$ cat src/hdl/ihash_pkg.sv
// Package for the inode hash table: command codes, field widths, the
// command and result words, and the node word width helper. No dependencies.
package ihash_pkg;

	localparam int SLOT_W    = 10;
	localparam int DEV_W     = 32;
	localparam int INO_W     = 64;
	localparam int MINOR_W   = 24;

	localparam int BUCKETS_DEF = 1024;
	localparam int SLOTS_DEF   = 1024;

	// command codes; the fourth code is a no-op
	localparam logic [1:0] CMD_LOOKUP = 2'd0;
	localparam logic [1:0] CMD_INSERT = 2'd1;
	localparam logic [1:0] CMD_REMOVE = 2'd2;

	typedef struct packed {
		logic [1:0]        cmd;
		logic [DEV_W-1:0]  device;
		logic [INO_W-1:0]  inode_number;
		logic [SLOT_W-1:0] slot;
	} ihash_req_t;

	typedef struct packed {
		logic              found;
		logic [SLOT_W-1:0] match_slot;
	} ihash_rsp_t;

	// node word: hashed mark, next link, back link, device, inode
	function automatic int node_width(int slots, int buckets);
		return 1 + $clog2(slots + 1) + $clog2(slots + buckets) + DEV_W + INO_W;
	endfunction

endpackage

$ cat src/hdl/ihash_ctrl.sv
// Sequencer of the inode hash table: clearing pass, chain walk, insert and
// remove read-modify-write steps over the bucket and node RAMs. Uses ihash_pkg.
module ihash_ctrl #(
	parameter int BUCKETS = ihash_pkg::BUCKETS_DEF,
	parameter int SLOTS   = ihash_pkg::SLOTS_DEF,
	localparam int BW     = $clog2(BUCKETS),
	localparam int SW     = $clog2(SLOTS),
	localparam int NW     = $clog2(SLOTS + 1),
	localparam int NODE_W = ihash_pkg::node_width(SLOTS, BUCKETS)
) (
	input  logic                    clk,
	input  logic                    arst_n,
	input  logic                    start,
	output logic                    busy,
	input  ihash_pkg::ihash_req_t   command,
	output logic                    done,
	output ihash_pkg::ihash_rsp_t   result,
	// bucket head RAM
	output logic                    b_we,
	output logic [BW-1:0]           b_waddr,
	output logic [NW-1:0]           b_wdata,
	output logic                    b_re,
	output logic [BW-1:0]           b_raddr,
	input  logic [NW-1:0]           b_rdata,
	// node RAM
	output logic                    n_we,
	output logic [SW-1:0]           n_waddr,
	output logic [NODE_W-1:0]       n_wdata,
	output logic                    n_re,
	output logic [SW-1:0]           n_raddr,
	input  logic [NODE_W-1:0]       n_rdata
);
	import ihash_pkg::*;

	localparam int PW   = $clog2(SLOTS + BUCKETS);
	localparam int CLRN = (BUCKETS > SLOTS) ? BUCKETS : SLOTS;
	localparam int CW   = $clog2(CLRN);
	localparam logic [NW-1:0] NULL_LINK = NW'(SLOTS);
	localparam logic [PW-1:0] HEAD_BASE = PW'(SLOTS);
	localparam logic [CW-1:0] CLR_LAST  = CW'(CLRN - 1);

	typedef struct packed {
		logic             hashed;
		logic [NW-1:0]    next;
		logic [PW-1:0]    prev;
		logic [DEV_W-1:0] dev;
		logic [INO_W-1:0] ino;
	} node_t;

	typedef enum logic [3:0] {
		ST_CLR, ST_IDLE, ST_DISP, ST_LK_HEAD, ST_LK_NODE,
		ST_INS_CHK, ST_INS_OLD, ST_RM_CHK, ST_RM_PV, ST_RM_NX
	} state_t;

	state_t            state_q;
	logic [CW-1:0]     clr_q;
	logic [1:0]        cmd_q;
	logic [DEV_W-1:0]  dev_q;
	logic [INO_W-1:0]  ino_q;
	logic [SLOT_W-1:0] slot_q;
	logic [BW-1:0]     bkt_q;
	logic [SW-1:0]     cur_q;
	logic [NW-1:0]     nx_q;
	logic [PW-1:0]     pv_q;
	logic              done_q;
	logic              found_q;
	logic [SLOT_W-1:0] match_q;

	node_t             rd;
	node_t             wr;
	logic              slot_ok;
	logic [SW-1:0]     s_idx;
	logic              head_ok;
	logic              next_ok;
	logic              nxq_ok;
	logic              key_hit;
	logic              pv_node;

	assign rd      = node_t'(n_rdata);
	assign n_wdata = NODE_W'(wr);
	assign slot_ok = int'(slot_q) < SLOTS;
	assign s_idx   = SW'(slot_q);
	assign head_ok = b_rdata < NULL_LINK;
	assign next_ok = rd.next < NULL_LINK;
	assign nxq_ok  = nx_q < NULL_LINK;
	assign key_hit = (rd.dev == dev_q) && (rd.ino == ino_q);
	assign pv_node = rd.prev < HEAD_BASE;

	assign busy   = (state_q != ST_IDLE);
	assign done   = done_q;
	assign result = '{found: found_q, match_slot: match_q};

	// drive RAM ports from the current step; the steps never touch one
	// node entry with a read and a write in the same cycle
	always_comb begin
		b_we    = 1'b0;
		b_waddr = bkt_q;
		b_wdata = NULL_LINK;
		b_re    = 1'b0;
		b_raddr = bkt_q;
		n_we    = 1'b0;
		n_waddr = s_idx;
		n_re    = 1'b0;
		n_raddr = s_idx;
		wr      = rd;
		case (state_q)
			ST_CLR: begin
				b_we    = int'(clr_q) < BUCKETS;
				b_waddr = BW'(clr_q);
				n_we    = int'(clr_q) < SLOTS;
				n_waddr = SW'(clr_q);
				wr      = '0;
			end
			ST_DISP: begin
				case (cmd_q)
					CMD_LOOKUP: b_re = 1'b1;
					CMD_INSERT: begin
						b_re = slot_ok;
						n_re = slot_ok;
					end
					CMD_REMOVE: n_re = slot_ok;
					default: ;
				endcase
			end
			ST_LK_HEAD: begin
				n_re    = head_ok;
				n_raddr = SW'(b_rdata);
			end
			ST_LK_NODE: begin
				n_re    = !key_hit && next_ok;
				n_raddr = SW'(rd.next);
			end
			ST_INS_CHK: begin
				// link slot at head, then fetch the old head for its back link
				n_we    = !rd.hashed;
				wr      = '{hashed: 1'b1, next: b_rdata, prev: HEAD_BASE + PW'(bkt_q),
					dev: dev_q, ino: ino_q};
				b_we    = !rd.hashed;
				b_wdata = NW'(s_idx);
				n_re    = !rd.hashed && head_ok;
				n_raddr = SW'(b_rdata);
			end
			ST_INS_OLD: begin
				n_we    = 1'b1;
				n_waddr = cur_q;
				wr.prev = PW'(s_idx);
			end
			ST_RM_CHK: begin
				// drop the mark, then fix the predecessor or the bucket head
				n_we      = rd.hashed;
				wr.hashed = 1'b0;
				n_re      = rd.hashed && (pv_node || next_ok);
				n_raddr   = pv_node ? SW'(rd.prev) : SW'(rd.next);
				b_we      = rd.hashed && !pv_node;
				b_waddr   = BW'(rd.prev - HEAD_BASE);
				b_wdata   = rd.next;
			end
			ST_RM_PV: begin
				n_we    = 1'b1;
				n_waddr = SW'(pv_q);
				wr.next = nx_q;
				n_re    = nxq_ok;
				n_raddr = SW'(nx_q);
			end
			ST_RM_NX: begin
				n_we    = 1'b1;
				n_waddr = SW'(nx_q);
				wr.prev = pv_q;
			end
			default: ;
		endcase
	end

	// sequence state and result word
	always_ff @(posedge clk or negedge arst_n) begin
		if (!arst_n) begin
			state_q <= ST_CLR;
			clr_q   <= '0;
			done_q  <= 1'b0;
			found_q <= 1'b0;
			match_q <= '0;
		end else begin
			done_q <= 1'b0;
			case (state_q)
				ST_CLR: begin
					clr_q <= clr_q + CW'(1);
					if (clr_q == CLR_LAST) begin
						state_q <= ST_IDLE;
					end
				end
				ST_IDLE: begin
					if (start) begin
						cmd_q   <= command.cmd;
						dev_q   <= command.device;
						ino_q   <= command.inode_number;
						slot_q  <= command.slot;
						// low bits of minor + inode; BW must not exceed the minor width (not enforced)
						bkt_q   <= BW'(command.inode_number) + BW'(command.device);
						state_q <= ST_DISP;
					end
				end
				ST_DISP: begin
					found_q <= 1'b0;
					match_q <= '0;
					case (cmd_q)
						CMD_LOOKUP: state_q <= ST_LK_HEAD;
						CMD_INSERT: begin
							state_q <= slot_ok ? ST_INS_CHK : ST_IDLE;
							done_q  <= !slot_ok;
						end
						CMD_REMOVE: begin
							state_q <= slot_ok ? ST_RM_CHK : ST_IDLE;
							done_q  <= !slot_ok;
						end
						default: begin
							state_q <= ST_IDLE;
							done_q  <= 1'b1;
						end
					endcase
				end
				ST_LK_HEAD: begin
					cur_q <= SW'(b_rdata);
					if (head_ok) begin
						state_q <= ST_LK_NODE;
					end else begin
						state_q <= ST_IDLE;
						done_q  <= 1'b1;
					end
				end
				ST_LK_NODE: begin
					if (key_hit) begin
						found_q <= 1'b1;
						match_q <= SLOT_W'(cur_q);
						state_q <= ST_IDLE;
						done_q  <= 1'b1;
					end else if (next_ok) begin
						cur_q <= SW'(rd.next);
					end else begin
						state_q <= ST_IDLE;
						done_q  <= 1'b1;
					end
				end
				ST_INS_CHK: begin
					cur_q   <= SW'(b_rdata);
					found_q <= !rd.hashed;
					if (!rd.hashed && head_ok) begin
						state_q <= ST_INS_OLD;
					end else begin
						state_q <= ST_IDLE;
						done_q  <= 1'b1;
					end
				end
				ST_INS_OLD: begin
					state_q <= ST_IDLE;
					done_q  <= 1'b1;
				end
				ST_RM_CHK: begin
					pv_q    <= rd.prev;
					nx_q    <= rd.next;
					found_q <= rd.hashed;
					if (rd.hashed && pv_node) begin
						state_q <= ST_RM_PV;
					end else if (rd.hashed && next_ok) begin
						state_q <= ST_RM_NX;
					end else begin
						state_q <= ST_IDLE;
						done_q  <= 1'b1;
					end
				end
				ST_RM_PV: begin
					if (nxq_ok) begin
						state_q <= ST_RM_NX;
					end else begin
						state_q <= ST_IDLE;
						done_q  <= 1'b1;
					end
				end
				ST_RM_NX: begin
					state_q <= ST_IDLE;
					done_q  <= 1'b1;
				end
				default: state_q <= ST_IDLE;
			endcase
		end
	end

`ifndef SYNTHESIS
	// a node entry is never read and written in the same cycle
	a_no_rw_same: assert property (@(posedge clk) disable iff (!arst_n)
		(n_we && n_re) |-> (n_waddr != n_raddr))
		else $error("node RAM read and write collide");
	// result strobe is one cycle wide
	a_done_pulse: assert property (@(posedge clk) disable iff (!arst_n)
		done |=> !done)
		else $error("result strobe longer than one cycle");
	// a result appears only once the sequencer is back at rest
	a_done_idle: assert property (@(posedge clk) disable iff (!arst_n)
		done |-> !busy)
		else $error("result while busy");
	// a miss reports slot zero
	a_miss_zero: assert property (@(posedge clk) disable iff (!arst_n)
		(done && !result.found) |-> (result.match_slot == '0))
		else $error("nonzero slot on miss");
	// an accepted word makes the block busy
	a_accept_busy: assert property (@(posedge clk) disable iff (!arst_n)
		(start && !busy) |=> busy)
		else $error("accepted word did not start work");
`endif

endmodule

$ cat config.mk
export PLATFORM = sky130hd
export DESIGN_NAME = ihash_ctrl
export DESIGN_NICKNAME = d
export VERILOG_FILES = /design/src/hdl/ihash_pkg.sv /design/src/hdl/ihash_ctrl.sv
export SDC_FILE = /design/constraint.sdc
export NUM_CORES = 1
export LEC_CHECK = 0
export BUFFER_PORTS_ARGS = -buffer_cell sky130_fd_sc_hd__buf_2
export CORE_AREA = 2 2 168 170
export CTS_CLUSTER_SIZE = 12
export DETAILED_ROUTE_END_ITERATION = 7
export DIE_AREA = 0 0 170 172
export PLACE_DENSITY = 0.61
export RECOVER_POWER = 25
export SLEW_MARGIN = 40
export SYNTH_ARGS = -nofsm -noshare
export SYNTH_HDL_FRONTEND = slang
export SYNTH_SLANG_ARGS = --single-unit
$ cat constraint.sdc
create_clock -name clk -period 7.55 [get_ports clk]
set_input_delay 1.51 -clock clk [delete_from_list [all_inputs] [get_ports clk]]
set_output_delay 1.51 -clock clk [all_outputs]
set_load 0.005 [all_outputs]
== After elaboration in Yosys (flattened, before gate mapping) ==
Cells that the tools add are included.
Cells by class
  add/subtract/negate cells: 4
  magnitude comparators: 4
  equality and inequality tests: 21
  muxes and demuxes: 42
  reduce and logical (&&, ||, !) cells: 29
Operators with widths (count)
  96-bit one-hot mux with 2 select lines: 1
  10-bit one-hot mux with 4 select lines: 2
  64-bit equality test: 1
  10-bit one-hot mux with 2 select lines: 3
  11-bit < comparator (second input constant): 4
  11-bit one-hot mux with 4 select lines: 1
  10-bit two-way mux: 4
  11-bit one-hot mux with 3 select lines: 1
  32-bit equality test: 1
  4-bit one-hot mux with 8 select lines: 1
  4-bit two-way mux: 7
  11-bit one-hot mux with 2 select lines: 1
  4-bit by 3-bit equality test with 1-bit output (second input constant): 4
  1-bit two-way mux: 12
  11-bit by 10-bit adder with 11-bit output (first input constant): 1
  10-bit by 1-bit adder with 10-bit output (second input constant): 1
  10-bit adder: 1
  10-bit equality test (second input constant): 1
  2-bit != test (second input constant): 5
  2-bit OR reduction: 5
  10-bit by 1-bit subtractor with 10-bit output (second input constant): 1
  3-bit one-hot mux with 3 select lines: 1
  4-bit by 2-bit equality test with 1-bit output (second input constant): 2
  4-bit equality test (second input constant): 2
  other kinds (23): 37
Storage, ports and cells
  register bits after elaboration: 176
  input bits: 241
  output and inout bits: 187
  logic and storage cells: 113

== Longest topological paths before layout ==
  word-level depth: 5
  mapped depth: 9
  gate-level depth less buffers: 9

== Worst setup path before layout ==
OpenSTA, ideal clock, no wires.
  path type: input port to flip-flop
  start point: input port arst_n
  end point: register bkt_q[0] (netlist: b_raddr[0]) (enable)
  setup time: 0.600 ns
  arrival: 6.520 ns
  data required time: 6.950 ns
  setup slack: 0.430 ns
  cell stages on the path: 2
  buffers on the path: 0
  cells stage by stage: nand2_1 nor2_1
Between the ends
  longest elaborated chain between the ends: 1
RTL lines
  start, declared: line ihash_ctrl.sv:12  | input logic arst_n,
  3-bit AND reduction (no source line)
  end signal, assigned: line ihash_ctrl.sv:198  | bkt_q <= BW'(command.inode_number) + BW'(command.device);
  end, declared: line ihash_ctrl.sv:61  | logic [BW-1:0] bkt_q;
Every way passes these cells.
A chain may end at the register's enable or synchronous reset.

== Worst setup path in the final report ==
  start point: input port n_rdata[2]
  end point: output port n_re
Between the ends
  longest elaborated chain between the ends: 5
RTL lines
  start, declared: line ihash_ctrl.sv:31  | input logic [NODE_W-1:0] n_rdata
  64-bit equality test: line ihash_ctrl.sv:86  | assign key_hit = (rd.dev == dev_q) && (rd.ino == ino_q);
  1-bit logical AND: line ihash_ctrl.sv:86
  1-bit logical NOT: line ihash_ctrl.sv:130  | n_re = !key_hit && next_ok;
  1-bit logical AND: line ihash_ctrl.sv:130
  1-bit one-hot mux with 6 select lines: line ihash_ctrl.sv:106  | case (state_q)
  end, declared: line ihash_ctrl.sv:29  | output logic n_re,
Every way passes these cells.

==> results.txt <==
Vias - 8,887
Largest stage delay, worst path - 0.42 ns
gpl congestion - 0.921
largest net degree at the start of global routing - 97
flops & latches, synth - 176
initial antenna violation count - 10
syn_nets - 1,095
Avg Inst Size Synth - 11.7 µm²
Stages on worst setup path - 8
Synth Area in XOR/XNOR - 0.103
fmax - 189 MHz
Critical Path RT - 6.04 ns
Die Ht - 172 µm
wire length per cell - 24.2 µm
layout cells sized above 1 - 0.378
first-pass GRT wire length - 55,200 µm
post-synthesis cell count - 839
DR iter-0 viols - 1,074
Compound-Gate Fraction of Synth Area - 0.193
Final Skew - 0.0163 ns
worst path cell trace - buf_2, xnor2_1, nand4_1, nor4_2, nand4_1, o21a_1, or3_1, buf_2
Synth async-reset ratio - 0.148
clk_lat worst skew - 0.44 ns
PostCTS Resize Cnt - 0
# DRC - 0
Final Power - 4.39 mW
IO Port Bufs - 427
clock buffer depth - 2
top_reg_cell synth - edfxtp_1
Core ar. - 27,500 µm²
H-tree levels - 4
CP Max Fanout - 4
Ports - 428
Synth top area share - 0.461
floorplan row count - 61
max-cap violation count - 1
largest family of logic cells by synthesized area - compound AO/OA/AOI/OAI gates
CTS root buffer - clkbuf_16
hold-fix buffer count after cts - 0
Worst-Margin Slew - 1.70 ns
most common cell in the synthesized netlist - edfxtp_1
clock sinks - 176
Synth cell types - 50
synth warn - 0
Worst setup EP type - primary output
Storage cell area - 5150 µm²
Yosys top cell by area - edfxtp_1
Synth Area in Adders - 0.0200
class of the worst hold path - flop to flop
Die W - 170 µm
RSZ-0062 raised after global routing - false
TritonCTS clock tree - done
crit path max-delay cell type - xnor2_1
Clock transition at path regs - 0.07 ns
hold violation count in the final report - 0
CP Launch Type - primary input
Final Slew Violations - 30
Slew HR - -0.132
critical path class - primary input to primary output
Layout area overhead - 31.2%
multiplexer area fraction after synthesis - 0.0262
utilization after layout - 0.467
Post-Synth Simple-Gate Area - 0.0958
first drt pass iteration count - 8
Synth top cells by count - edfxtp_1, xnor2_1, a22o_1
period utilisation layout - 0.703
Multi-input gate area - 4340 µm²
crit path time final - 5.30 ns
number of fill cells - 2,629
Largest delay share family, worst path - simple AND/OR/NAND/NOR gates
DP HPWL - 29,900 µm
Leakage - 5.47 nW
nets - 1,499
Min-Delay Path Depth - 1
vias in the first global route - 8,605
Buf/Inv on CP - 2
Worst Path Arrival - 3.79 ns
power per cell area - 343 nW/µm²
total global routing overflow - 0
sequential-to-total area share from yosys stat - 0.527
final setup fails - 0
Vias/cell - 5.53
Peak VDD IR - 234 µV
status - finished with violations
Post-synth EDFFs - 150
drt total wl - 38,800 µm
failing checks - max-capacitance violations, max-slew violations
Post-DRT Antenna Nets - 0
TritonCTS Buffers - 17
setup repair bufs after CTS - 0
die area - 29,200 µm²
Tot GR Track Use - 0.260
top post-synthesis cells by area - edfxtp_1, xnor2_1, a22o_1
Initial Util - 0.356
R2R cell count - 5
final setup TNS - 0 ns
Netlist Area Pre-Place - 9780 µm²
-- worst reg2reg max path, delay by kind of cell, from the launching register on --
kind | cells | cell delay [ns]
buffers and inverters | 2 | 1.30
AND/OR/NAND/NOR | 3 | 1.03
flip-flops | 1 | 0.62
-- layer usage --
metal | wire, µm | global-route usage
met5 | 87 | 0
met4 | 824 | 0.0792
met3 | 3480 | 0.0684
met2 | 19300 | 0.447
met1 | 15100 | 0.320
-- power breakdown --
part	internal (mW)	total (mW)	switching, mW	leakage (nW)
clock	0.446	0.900	0.454	0.285
sequential	1.20	1.34	0.137	1.71
combinational	0.910	2.16	1.25	3.48
-- kinds of logic after synthesis --
logic type / Yosys count
xor gates and xnor gates: 115
buffers and inverters: 81
DFF: 176
AOI/OAI and AO/OA: 238
muxes: 23
adders and majority gates: 15
and+or+nand+nor: 191
-- worst paths after layout --
| kind | start | to | slack (ns) |
|---|---|---|---|
| worst min register to register | cur_q[3] | match_q[3] | 0.51 |
| max in group asynchronous | arst_n | clr_q[4] | 4.96 |
| min in group asynchronous | arst_n | match_q[7] | 1.58 |
| worst min-delay path | cur_q[3] | match_q[3] | 0.51 |
| worst max-delay path | n_rdata[2] | n_re | 2.25 |
| worst max register to register | state_q[1] | dev_q[1] | 4.20 |
-- per-stage QoR --
stage | cell area, µm² | worst slack, ns | hold slack, ns | instances
floorplan | 9780 | 0.430 | 0.479 | 839
global placement | 12200 | 2.22 | 0.488 | 1570
detailed placement | 12300 | 2.17 | 0.494 | 1570
CTS | 12900 | 2.17 | 0.511 | 1602
global route | 12800 | 2.08 | 0.534 | 1603
finish | 12800 | 2.25 | 0.512 | 1606
-- flip-flops by register name, indices dropped and copies added, names as in the netlist --
name     flops
s_idx       10
found_q      1
done         1
pv_q        11
cur_q       10
ino_q       64
clr_q       10
cmd_q        2
b_raddr     10
dev_q       32
nx_q        11
state_q      4
match_q     10
-- cells in the final DEF, fill, tap and decap left out, drive strengths merged, types with 3 or more instances in the layout --
cell / netlist / layout
buf: 26 / 407
edfxtp: 150 / 150
xnor2: 110 / 110
a22o: 106 / 106
nand2: 57 / 57
nor2: 51 / 51
clkbuf: 30 / 51
a22oi: 37 / 37
inv: 25 / 33
nand4: 29 / 29
a31oi: 27 / 27
dfrtp: 26 / 26
a222oi: 24 / 24
mux2: 21 / 21
ha: 14 / 14
o21ai: 13 / 13
a21oi: 12 / 12
nand3: 7 / 7
nor2b: 7 / 7
nor4: 7 / 7
nor3: 7 / 7
and2b: 6 / 6
clkinv: 0 / 6
nand2b: 5 / 5
or3: 5 / 5
xor2: 5 / 5
diode: 0 / 4
and3: 4 / 4
o21a: 3 / 3
or2: 3 / 3
-- cell type report --
class	count	share of cell area
diodes	4	0.000780
clock buffers	17	0.0332
clock inverters	15	0.0129
inverters	25	0.00732
multi-input cells	582	0.338
flip-flops and latches	176	0.402
well taps	346	0.0338
repair buffers	441	0.172
(Power assumes the default switching activity.)
